[src/mcma_pkg.sv]
// Package for the multichannel moving-average filter.
// Holds sizes, field widths and the reciprocal used for the window mean.
// No dependencies.
package mcma_pkg;

  localparam int CHANNELS = 14;
  localparam int WINDOW   = 8;

  localparam int CHAN_W   = 4;
  localparam int SAMPLE_W = 12;
  localparam int DATA_W   = ((SAMPLE_W + 7) / 8) * 8;

  localparam int LOG_W    = $clog2(WINDOW);
  localparam int SLOT_W   = (WINDOW > 1) ? LOG_W : 1;
  localparam int CH_W     = (CHANNELS > 1) ? $clog2(CHANNELS) : 1;
  localparam int ENTRIES  = CHANNELS * WINDOW;
  localparam int IDX_W    = (ENTRIES > 1) ? $clog2(ENTRIES) : 1;
  localparam int SUM_W    = SAMPLE_W + LOG_W;

  localparam int RECIP_SHIFT = SUM_W + LOG_W;
  localparam int RECIP_W     = RECIP_SHIFT + 1;
  localparam longint RECIP   = ((longint'(1) << RECIP_SHIFT) + WINDOW - 1) / WINDOW;
  localparam int PROD_W      = SUM_W + RECIP_W;

  typedef logic [SLOT_W-1:0]   slot_t;
  typedef logic [IDX_W-1:0]    idx_t;
  typedef logic [CH_W-1:0]     ch_idx_t;
  typedef logic [SUM_W-1:0]    sum_t;
  typedef logic [SAMPLE_W-1:0] sample_t;
  typedef logic [CHAN_W-1:0]   chan_t;

endpackage

[src/mcma_ram.sv]
// Generic single-clock RAM: one write port, one read port, registered read.
// No dependencies.
module mcma_ram #(
  parameter int WIDTH = 8,
  parameter int DEPTH = 16,
  localparam int ADDR_W = (DEPTH > 1) ? $clog2(DEPTH) : 1
) (
  input  logic              clk,
  input  logic              wr_en,
  input  logic [ADDR_W-1:0] wr_addr,
  input  logic [WIDTH-1:0]  wr_data,
  input  logic              rd_en,
  input  logic [ADDR_W-1:0] rd_addr,
  output logic [WIDTH-1:0]  rd_data
);

  logic [WIDTH-1:0] mem [DEPTH];

  always_ff @(posedge clk) begin
    if (wr_en) begin
      mem[wr_addr] <= wr_data;
    end
    if (rd_en) begin
      rd_data <= mem[rd_addr];
    end
  end

endmodule

[src/multichannel_moving_average.sv]
// Top level of the multichannel moving-average filter.
// Uses mcma_pkg and two mcma_ram instances (sample window store, channel sums).
//
// channel  dir  tdata (low bit up)     tuser (low bit up)
// s        in   sample[11:0], zeros    channel[3:0]
// m        out  average[11:0], zeros   out_channel[3:0]
//
// One word per cycle, unless m_tready holds the output register and stalls.
// Stage 0 reads the window entry and channel sum, stage 1 updates and
// writes them back; a write to the entry read in the same cycle is forwarded.
// Reset clears valid bits for every entry, so the stores read as zero at once.
// The output register lets a new word enter while a result waits.
module multichannel_moving_average (
  input  logic                           clk,
  input  logic                           rst,
  input  logic                           s_tvalid,
  output logic                           s_tready,
  input  logic [mcma_pkg::DATA_W-1:0]    s_tdata,   // sample
  input  logic [mcma_pkg::CHAN_W-1:0]    s_tuser,   // channel
  output logic                           m_tvalid,
  input  logic                           m_tready,
  output logic [mcma_pkg::DATA_W-1:0]    m_tdata,   // average
  output logic [mcma_pkg::CHAN_W-1:0]    m_tuser    // out_channel
);
  import mcma_pkg::*;

  logic         accept;
  logic         in_range;
  chan_t        in_chan;
  sample_t      in_sample;
  ch_idx_t      rd_ch;
  idx_t         rd_idx;

  slot_t        slot;
  slot_t        slot_next;

  logic [ENTRIES-1:0]  win_vld;
  logic [CHANNELS-1:0] sum_vld;

  logic         s1_valid;
  logic         s1_in_range;
  chan_t        s1_chan;
  sample_t      s1_sample;
  idx_t         s1_idx;
  ch_idx_t      s1_ch;
  logic         s1_win_vld;
  logic         s1_sum_vld;
  logic         s1_fwd_win;
  logic         s1_fwd_sum;
  sample_t      s1_fwd_win_data;
  sum_t         s1_fwd_sum_data;
  logic         s1_adv;
  logic         wr_en;

  sample_t      win_rd;
  sum_t         sum_rd;
  sample_t      old_sample;
  sum_t         old_sum;
  sum_t         new_sum;
  logic [PROD_W-1:0] prod;
  sample_t      avg;

  assign in_chan   = s_tuser;
  assign in_sample = s_tdata[SAMPLE_W-1:0];
  assign in_range  = 32'(in_chan) < CHANNELS;
  assign rd_ch     = CH_W'(in_chan);
  assign rd_idx    = IDX_W'(rd_ch) * IDX_W'(WINDOW) + IDX_W'(slot);

  assign s1_adv   = !m_tvalid || m_tready;
  assign s_tready = !s1_valid || s1_adv;
  assign accept   = s_tvalid && s_tready;
  assign wr_en    = s1_valid && s1_adv && s1_in_range;

  always_comb begin
    slot_next = slot;
    if (accept && in_range && (32'(in_chan) == CHANNELS - 1)) begin
      slot_next = (32'(slot) == WINDOW - 1) ? '0 : slot + 1'b1;
    end
  end

  always_ff @(posedge clk) begin
    if (rst) begin
      slot <= '0;
    end else begin
      slot <= slot_next;
    end
  end

  mcma_ram #(.WIDTH(SAMPLE_W), .DEPTH(ENTRIES)) u_win_ram (
    .clk     (clk),
    .wr_en   (wr_en),
    .wr_addr (s1_idx),
    .wr_data (s1_sample),
    .rd_en   (accept),
    .rd_addr (rd_idx),
    .rd_data (win_rd)
  );

  mcma_ram #(.WIDTH(SUM_W), .DEPTH(CHANNELS)) u_sum_ram (
    .clk     (clk),
    .wr_en   (wr_en),
    .wr_addr (s1_ch),
    .wr_data (new_sum),
    .rd_en   (accept),
    .rd_addr (rd_ch),
    .rd_data (sum_rd)
  );

  always_ff @(posedge clk) begin
    if (rst) begin
      win_vld <= '0;
      sum_vld <= '0;
    end else if (wr_en) begin
      win_vld[s1_idx] <= 1'b1;
      sum_vld[s1_ch]  <= 1'b1;
    end
  end

  always_ff @(posedge clk) begin
    if (rst) begin
      s1_valid <= 1'b0;
    end else if (s_tready) begin
      s1_valid <= s_tvalid;
    end
  end

  always_ff @(posedge clk) begin
    if (accept) begin
      s1_in_range     <= in_range;
      s1_chan         <= in_chan;
      s1_sample       <= in_sample;
      s1_idx          <= rd_idx;
      s1_ch           <= rd_ch;
      s1_win_vld      <= in_range && win_vld[rd_idx];
      s1_sum_vld      <= in_range && sum_vld[rd_ch];
      s1_fwd_win      <= wr_en && (s1_idx == rd_idx);
      s1_fwd_sum      <= wr_en && (s1_ch == rd_ch);
      s1_fwd_win_data <= s1_sample;
      s1_fwd_sum_data <= new_sum;
    end
  end

  always_comb begin
    if (s1_fwd_win) begin
      old_sample = s1_fwd_win_data;
    end else if (s1_win_vld) begin
      old_sample = win_rd;
    end else begin
      old_sample = '0;
    end
    if (s1_fwd_sum) begin
      old_sum = s1_fwd_sum_data;
    end else if (s1_sum_vld) begin
      old_sum = sum_rd;
    end else begin
      old_sum = '0;
    end
    new_sum = old_sum - SUM_W'(old_sample) + SUM_W'(s1_sample);
    prod    = PROD_W'(new_sum) * PROD_W'(RECIP);
    avg     = s1_in_range ? prod[RECIP_SHIFT +: SAMPLE_W] : '0;
  end

  always_ff @(posedge clk) begin
    if (rst) begin
      m_tvalid <= 1'b0;
    end else if (s1_adv) begin
      m_tvalid <= s1_valid;
    end
  end

  always_ff @(posedge clk) begin
    if (s1_valid && s1_adv) begin
      m_tuser <= s1_chan;
      m_tdata <= DATA_W'(avg);
    end
  end

endmodule
[config.mk]
export PLATFORM = sky130hd
export DESIGN_NAME = multichannel_moving_average
export DESIGN_NICKNAME = d
export VERILOG_FILES = /design/src/mcma_pkg.sv /design/src/mcma_ram.sv /design/src/multichannel_moving_average.sv
export SDC_FILE = /design/constraint.sdc
export NUM_CORES = 2
export LEC_CHECK = 0
export BUFFER_PORTS_ARGS = -buffer_cell sky130_fd_sc_hd__buf_2
export CAP_MARGIN = 5
export CORE_ASPECT_RATIO = 0.9
export CORE_MARGIN = 2
export CORE_UTILIZATION = 44
export CTS_BUF_LIST = sky130_fd_sc_hd__clkbuf_4
export DETAILED_ROUTE_END_ITERATION = 7
export PLACE_DENSITY = 0.63
export SETUP_SLACK_MARGIN = 0.4
export SYNTH_ARGS = -nofsm -noshare
export SYNTH_HDL_FRONTEND = slang
export SYNTH_SLANG_ARGS = --single-unit
[constraint.sdc]
create_clock -name clk -period 4 [get_ports clk]
set_input_delay 0.6 -clock clk [delete_from_list [all_inputs] [get_ports clk]]
set_output_delay 0.6 -clock clk [all_outputs]
set_load 0.02 [all_outputs]
==> results.md <==
* Chip Height at 379.3 µm
* Clock-pin slew on the worst setup and hold paths at around 0.060 ns
* Leakage at around 25 nW
* Async S/R FF share, synth at 0
* Detailed placement HPWL at between 90000 and 100000 µm
* Gp weighted congestion at 0.8481
* Die W at 421.1 µm
* CP most frequent cell: a21o_1
* Most frequent cells in the layout: 1648 x edfxtp_1, 661 x clkbuf_4, 401 x mux4_2
* Die footprint at 159700 µm²
* Clk_skew at 0.1686 ns
* Distinct cell type count after synthesis at 60
* Starting Density at 0.4440
* Avg Synthesized Cell Area at 19.88 µm²
* Peak VDD IR at 0.2875 mV
* Post-synth EDFFs at 1648
* Max Cap Viol at 0
* CTS tree: done
* Multi-input logic area at 15980 µm²
* Worst-margin pin slew at 1.302 ns
* CTS Buf Count at 452
* Clock root buffer: clkbuf_4
* Cells after Synth at 3464
* M1 WL at 70170 µm
* Synthesized flop and latch total at 1779
* # port buffers at 37
* Uppermost layer routed: met4
* Layout area overhead at 14.87%
* WP buf/inv at 2
* Core Util, Final at 0.5100
* Placeable Area at 155100 µm²
* Clock Tree Buf Depth at 4
* Final hold vios at 0
* Max frequency at 287.1 MHz
* Mapped cell area at around 69000 µm²
* Delay of the slowest cell on the worst path at 0.43 ns
* Clock latency on the worst-skew pair at 1.37 ns
* Final-report setup violation count at 0
* YS warnings at 0
* Main flop type after synthesis: edfxtp_1
* RSZ-0062 raised after global routing: true
* Max Slew Vio Count at 0
* Slowest CP cell: ha_1
* Drc violations at 0
* Worst min-delay path class: primary input to flop
* Via density at 5.599
* CP arrival at 4.51 ns
* Relative slew slack at 0.1320
* WS Path Type: flop to flop
* Worst EP required at 5.02 ns
* Met2 WL at approximately 80000 µm
* Vias in the first global route at 36360
* Largest net degree at the start of global routing at between 100 and 150
* Antenna-violating nets left at 0
* Htree depth at 5
* Period Utilization, post-route at 0.8707
* Pre-CTS setup slack at slightly below 0.3 ns
* FP Rows at about 140
* Gr usage total at 0.2087
* Number of fill cells at roughly 12000
* First drt pass iteration count at 5
* Register area share after synthesis at 0.7566
* FF+latch area at 52120 µm²
* Final setup TNS at 0 ns
* Worst setup margin at a little over 0.5 ns
* Met3 wire length at 12850 µm
* Share of cells above drive strength 1 at 0.3398
* Cell breakdown of the critical path: nor2b_1 > buf_6 > a22o_1 > fa_1 > ha_1 > a21o_1 > a21o_1 > a21oi_1 > o21ai_0 > a21oi_4 > xnor2_4 > buf_12
* Minimum clock period at 3.483 ns
* Fin nets at 4095
* Routed WL at 167400 µm
* Aggregate global routing overflow at 0
* Initial drt markers at 3747
* Status: completed
* First-pass GRT wire length at around 240000 µm
* Commonest non-fill, non-tap cell in the layout: edfxtp_1
* Via Count at ~36000
* Crit start category: flop
* Delay-heaviest family, CP: compound AO/OA/AOI/OAI gates
* Cell Pwr Density at between 400 and 500 nW/µm²
* Boundary pin count at 46
* CP Capture Type: flop
* Routed len/inst at 25.97 µm
* CTS sink cnt at 1779
* Initial antenna violation count at 8
* Crit-path max FO at 15
==> cells by family (layout without fill, tap and decap cells) <==
kind of cell | after synthesis | after routing | share of synthesized area
AO/OA/AOI/OAI | 400 | 400 | 0.03806
multiplexers | 548 | 548 | 0.1532
other | 1 | 12 | 0.00005445
buffers and inverters | 250 | 1138 | 0.01617
flip-flops | 1779 | 1779 | 0.7566
AND/OR/NAND/NOR | 438 | 438 | 0.02698
XOR/XNOR | 19 | 19 | 0.002416
adder cells (fa/ha/maj) | 29 | 29 | 0.006576
==> where the power goes <==
group / leakage, nW / internal (mW) / switching (mW)
registers: 15.9 / 21.2 / 0.0940
clock network: 3.27 / 7.62 / 7.04
logic: 6.10 / 1.08 / 1.95
total: 25.3 / 29.9 / 9.09
==> state kept, by name, summed over array words and instances (netlist names), 4 cells and up <==
register           cells
s1_fwd_win_data       12
m_tdata               12
s1_sample             12
sum_vld               14
win_vld              112
u_win_ram.mem       1344
u_sum_ram.mem        210
m_tuser                4
s1_fwd_sum_data       15
u_win_ram.rd_data     12
s1_idx                 7
u_sum_ram.rd_data     15
==> layout make-up <==
class / count / area share
repair buffers: 327 / 0.03519
well taps: 2085 / 0.03297
clock inverters: 106 / 0.006073
flip-flops and latches: 1779 / 0.6588
inverters: 44 / 0.002087
diodes: 8 / 0.0002530
clock buffers: 661 / 0.06272
multi-input cells: 1438 / 0.2019
==> what timing repair did <==
item / 4_1_cts / 5_1_grt
resized for setup: 5 / 10
setup buffers: 2 / 6
hold buffers: 30 / 0
endpoints found under the setup margin: 68 / 125
hold endpoints to repair: 156 / 0
pin swaps: 1 / 7
==> layer usage <==
layer / up-vias / GRT usage
met5: - / 0
met4: 0 / 0.07507
met3: 274 / 0.04724
met2: 1496 / 0.3281
met1: 18760 / 0.2879
li1: 15570 / -
==> stage by stage <==
step	total power [mW]	cells	cell area [µm²]	hold slack, ns
2_1_floorplan	23.34	3467	69070	0.4244
3_3_place_gp	24.21	5634	73120	0.4416
3_5_place_dp	24.29	5634	73120	0.4503
4_1_cts	39.08	6433	78940	0.0008792
5_1_grt	40.54	6448	79120	0.02556
6_report	38.99	6448	79120	0.08654
==> worst reg2reg max path, stage by stage, from the launching register on <==
cell and delay [ns]:
edfxtp_1 0.41, nor2b_1 0.28, buf_6 0.23, a22o_1 0.17, fa_1 0.42, ha_1 0.43, a21o_1 0.26, a21o_1 0.19
a21oi_1 0.17, o21ai_0 0.16, a21oi_4 0.24, xnor2_4 0.11, buf_12 0.16
==> path summary, 6_finish.rpt <==
kind,startpoint,to,slack [ns],cells past startpoint
setup / recovery,s1_fwd_sum,u_sum_ram.mem[2][14],0.52,12
hold / removal,s_tuser[1],s1_in_range,0.09,3
setup reg to reg,s1_fwd_sum,u_sum_ram.mem[2][14],0.52,12
hold reg to reg,win_vld[46],win_vld[46],0.46,2
==> synthesized netlist by cell type (8+ instances only) <==
library cell     n  area share
o22ai_1         36      0.0033
nor2b_1          9     0.00082
buf_1           27      0.0015
buf_2           40      0.0029
mux2i_1        109       0.016
inv_1           32      0.0017
and2_1          12      0.0011
nand3_1          9     0.00065
edfxtp_1      1648        0.72
clkbuf_1       115      0.0063
a21oi_1        150       0.011
buf_6           10      0.0016
nand2_1         44      0.0024
nor2_1         305       0.017
a2111oi_2        9      0.0020
o21bai_1        13      0.0014
buf_4           13      0.0014
xnor2_1         14      0.0018
dfxtp_1        131       0.038
mux4_2         401        0.13
a22o_1          13      0.0017
a22oi_1         94       0.010
nor4_1          13      0.0012
nor3_1          17      0.0012
ha_1            17      0.0031
mux2_2          38      0.0062
o21ai_0         38      0.0028
fa_1            12      0.0035
o21ai_1         10     0.00073
nand2b_1         8     0.00073
No activity file was read; power rests on OpenSTA's default activity.
